File: src/hdl/ryuv_pkg.sv
package ryuv_pkg;

	localparam int DEFAULT_MAX_DIM = 4096;

	localparam int PIX_W      = 8;
	localparam int CFG_DATA_W = 13;
	localparam int CFG_IDX_W  = 2;

	localparam int WIDTH_RESET  = 640;
	localparam int HEIGHT_RESET = 480;

	// bt.601 studio range coefficients, scaled by 256
	localparam int COEF_Y_R  = 66;
	localparam int COEF_Y_G  = 129;
	localparam int COEF_Y_B  = 25;
	localparam int COEF_CB_R = 38;
	localparam int COEF_CB_G = 74;
	localparam int COEF_CB_B = 112;
	localparam int COEF_CR_R = 112;
	localparam int COEF_CR_G = 94;
	localparam int COEF_CR_B = 18;
	localparam int ROUND_BIAS = 128;
	localparam int LUMA_OFFSET = 16;
	// rounding bias plus a lift that keeps the difference non-negative
	localparam int CHROMA_BIAS = 128 + 32768;

	typedef enum logic [CFG_IDX_W-1:0] {
		REG_WIDTH  = 2'd0,
		REG_HEIGHT = 2'd1
	} cfg_reg_t;

	typedef enum logic [1:0] {
		CK_NONE = 2'd0,
		CK_CB   = 2'd1,
		CK_CR   = 2'd2
	} chroma_kind_t;

	typedef struct packed {
		logic [PIX_W-1:0] red;
		logic [PIX_W-1:0] green;
		logic [PIX_W-1:0] blue;
	} pixel_t;

	typedef struct packed {
		logic [PIX_W-1:0] luma;
		logic [PIX_W-1:0] chroma;
		chroma_kind_t     chroma_kind;
		logic             frame_end;
	} result_t;

	typedef struct packed {
		logic [CFG_IDX_W-1:0]  index;
		logic [CFG_DATA_W-1:0] value;
	} cfg_word_t;

	typedef struct packed {
		chroma_kind_t chroma_kind;
		logic         frame_end;
	} pos_t;

endpackage

File: src/hdl/ryuv_csc.sv
module ryuv_csc (
	input  ryuv_pkg::pixel_t       px,
	input  ryuv_pkg::chroma_kind_t kind,
	output logic [7:0]             luma,
	output logic [7:0]             chroma
);
	import ryuv_pkg::*;

	logic [15:0] y_sum;
	logic [15:0] c_pos;
	logic [15:0] c_neg;
	logic [15:0] c_sum;

	assign y_sum = 16'(COEF_Y_R * px.red) + 16'(COEF_Y_G * px.green)
		+ 16'(COEF_Y_B * px.blue) + 16'(ROUND_BIAS);
	assign luma  = y_sum[15:8] + 8'(LUMA_OFFSET);

	always_comb begin
		case (kind)
			CK_CB: begin
				c_pos = 16'(COEF_CB_B * px.blue);
				c_neg = 16'(COEF_CB_R * px.red) + 16'(COEF_CB_G * px.green);
			end
			CK_CR: begin
				c_pos = 16'(COEF_CR_R * px.red);
				c_neg = 16'(COEF_CR_G * px.green) + 16'(COEF_CR_B * px.blue);
			end
			default: begin
				c_pos = '0;
				c_neg = '0;
			end
		endcase
	end

	// lift of 128 after the shift supplies the chroma offset
	assign c_sum  = c_pos + 16'(CHROMA_BIAS) - c_neg;
	assign chroma = (kind == CK_NONE) ? 8'd0 : c_sum[15:8];

endmodule

File: config.mk
export PLATFORM = sky130hd
export DESIGN_NAME = ryuv_csc
export DESIGN_NICKNAME = d
export VERILOG_FILES = /design/src/hdl/ryuv_pkg.sv /design/src/hdl/ryuv_csc.sv
export SDC_FILE = /design/constraint.sdc
export NUM_CORES = 1
export LEC_CHECK = 0
export ABC_AREA = 1
export BUFFER_PORTS_ARGS = -buffer_cell sky130_fd_sc_hd__buf_2
export CELL_PAD_IN_SITES_DETAIL_PLACEMENT = 1
export CELL_PAD_IN_SITES_GLOBAL_PLACEMENT = 2
export CORE_UTILIZATION = 41
export DETAILED_ROUTE_END_ITERATION = 16
export PLACE_DENSITY = 0.88
export SLEW_MARGIN = 20
export SYNTH_ARGS = -nofsm -noshare
export SYNTH_HDL_FRONTEND = slang
export SYNTH_SLANG_ARGS = --single-unit
File: constraint.sdc
create_clock -name vclk -period 14.06
set_input_delay 0.703 -clock vclk [all_inputs]
set_output_delay 0.703 -clock vclk [all_outputs]
set_load 0.05 [all_outputs]
==> flow_metrics.env <==
export IMPL_post_synth_top_count_cell="inv_1"
export IMPL_grt_first_pass_wirelength_mm=39.9
export IMPL_path_class="input pin to output pin"
export IMPL_drc=0
export IMPL_fmax_ghz=0.132
export IMPL_worst_hold_path_num_cells=5
export IMPL_finalWirelength_mm=23.8
export IMPL_postCtsSetupBuffers=0
export IMPL_vias=7321
export IMPL_clockBufferCount=0
export IMPL_io_buffers=42
export IMPL_area_growth_pct=6.02
export IMPL_hold_class="input pin to output pin"
export IMPL_total_power_uw=1860
export IMPL_grt_antenna_before_repair=0
export IMPL_synth_commonest_cells="inv_1, ha_1, nand2_1"
export IMPL_syn_nets=1418
export IMPL_layout_drive_gt1_share=0.0482
export IMPL_status="finished, final reports clean"
export IMPL_min_period_ns=7.59
export IMPL_synth_cell_types=36
export IMPL_place_congestion=0.939
export IMPL_wl_per_cell_um=17.3
export IMPL_worst_ir_drop_vdd_uv=293
export IMPL_core_um2=18800
export IMPL_p_per_area_nw_per_um2=223
export IMPL_syn_area_per_cell_um2=7.12
export IMPL_dp_cells=1376
export IMPL_drt_iter0_drc=304
export IMPL_rows=50
export IMPL_design_area_um2=8350
export IMPL_ctsResizeCount=0
export IMPL_yosys_area_top_type_share=0.341
export IMPL_drtAntennaViolNets=0
export IMPL_pin_count=42
export IMPL_startpoint_type="input pin"
export IMPL_end_kind="output pin"
export IMPL_seq_cell_count=0
export IMPL_worstMarginPinSlew_ns=0.698
export IMPL_grt_overflow_total=0
export IMPL_synthTopCellsByArea="ha_1, fa_1, inv_1"
export IMPL_syn_cell_area_um2=7880
export IMPL_cpMostUsedCell="nand2_1"
export IMPL_maxSlewHeadroom=0.535
export IMPL_rsz0062_at_grt="no"
export IMPL_antenna_cells=0
export IMPL_min_to="chroma[1]"
export IMPL_hpwl_mm=21.2
export IMPL_slowest_stage="fa_1"
export IMPL_num_nets_final=1455
export IMPL_viasPerCell=5.32
export IMPL_instances_no_fill=1376
export IMPL_dieArea_um2=19800
export IMPL_gr_usage_all_layers=0.254
export IMPL_critPathTopFamily="adder cells"
export IMPL_critPathBufInv=7
export IMPL_synth_seq_area_share=0
export IMPL_yosysWarnings=0
export IMPL_max_stage_delay_ns=0.56
export IMPL_synthCells=1107
export IMPL_die_h_um=141
export IMPL_final_period_utilization=0.540
export IMPL_dpl_cell_area_um2=8350
export IMPL_initial_core_util=0.420
export IMPL_setup_viol=0
export IMPL_ctsHoldBuffers=0
export IMPL_regArea_um2=0
export IMPL_hold_start="kind[1]"
export IMPL_final_setup_tns_ns=0
export IMPL_hold_viol=0
export IMPL_cap_viol_max_count=0
export IMPL_first_global_vias=7804
export IMPL_worstPathArrival_ns=6.89
export IMPL_grt_max_degree=18
export IMPL_yosys_area_top_type="ha_1"
export IMPL_leakage_uw=0.00475
export IMPL_maxSlewViolCount=0
export IMPL_critPathMaxFanout=8
export IMPL_die_w_um=141
export IMPL_drt_pass1_iterations=5
export IMPL_critPathRequiredTime_ns=13.36
cell usage in the layout (no fill, tap or decap), drive strengths merged, types with 2 or more instances in the layout:
master / count
inv: 222
ha: 215
nand2: 215
a21oi: 103
fa: 70
nor2: 67
o21ai: 57
nand3: 46
buf: 42
xor2: 26
xnor2: 19
nand4: 11
o21bai: 7
a31oi: 7
a21o: 6
nor3: 6
o211ai: 3
o22ai: 3
a21boi: 3
nand3b: 2
a211oi: 2
o21a: 2
o311ai: 2
cells by family (layout without fill, tap and decap cells):
family          after synthesis  count (layout)  synth area share
fa+ha+maj                   285             285             0.519
xor+xnor                     45              45            0.0500
buf+inv                     229             264             0.109
compound gates              199             199             0.139
simple gates                349             349             0.182
metal layers:
metal	wire length [um]	up-vias	global-route usage
met2	11300	81	0.452
li1	-	3687	-
met4	269	0	0.0240
met3	638	12	0.0170
met1	11600	3541	0.346
met5	0	-	0
worst max-delay path by stage:
stage               startpoint        end  depth (start not counted)
finish                  px[13]  chroma[7]                         35
global route            px[14]  chroma[7]                         37
floorplan               px[18]    luma[6]                         22
detailed placement      px[13]  chroma[7]                         35
global placement        px[15]  chroma[7]                         37
CTS                     px[13]  chroma[7]                         35
through the flow:
step / setup slack [ns] / utilization / hold slack [ns]
after floorplan: 6.63 / - / 1.85
after global placement: 6.50 / 0.445 / 2.05
after detailed placement: 6.43 / 0.445 / 2.07
after CTS: 6.42 / 0.445 / 2.07
after global routing: 5.92 / 0.445 / 2.11
final: 6.47 / 0.445 / 2.07
area by class of cell:
| cell class | count | area [um^2] |
|---|---|---|
| inverters | 222 | 833 |
| repair buffers | 42 | 210 |
| fillers | 2450 | 10400 |
| well taps | 234 | 293 |
| multi-input cells | 878 | 7020 |
power by group:
| part | internal, uW | switching [uW] | total [uW] |
|---|---|---|---|
| Clock | 0 | 0 | 0 |
| Sequential | 0 | 0 | 0 |
| Combinational | 585 | 1280 | 1860 |
Note: power is estimated with default switching activity, not from simulation.
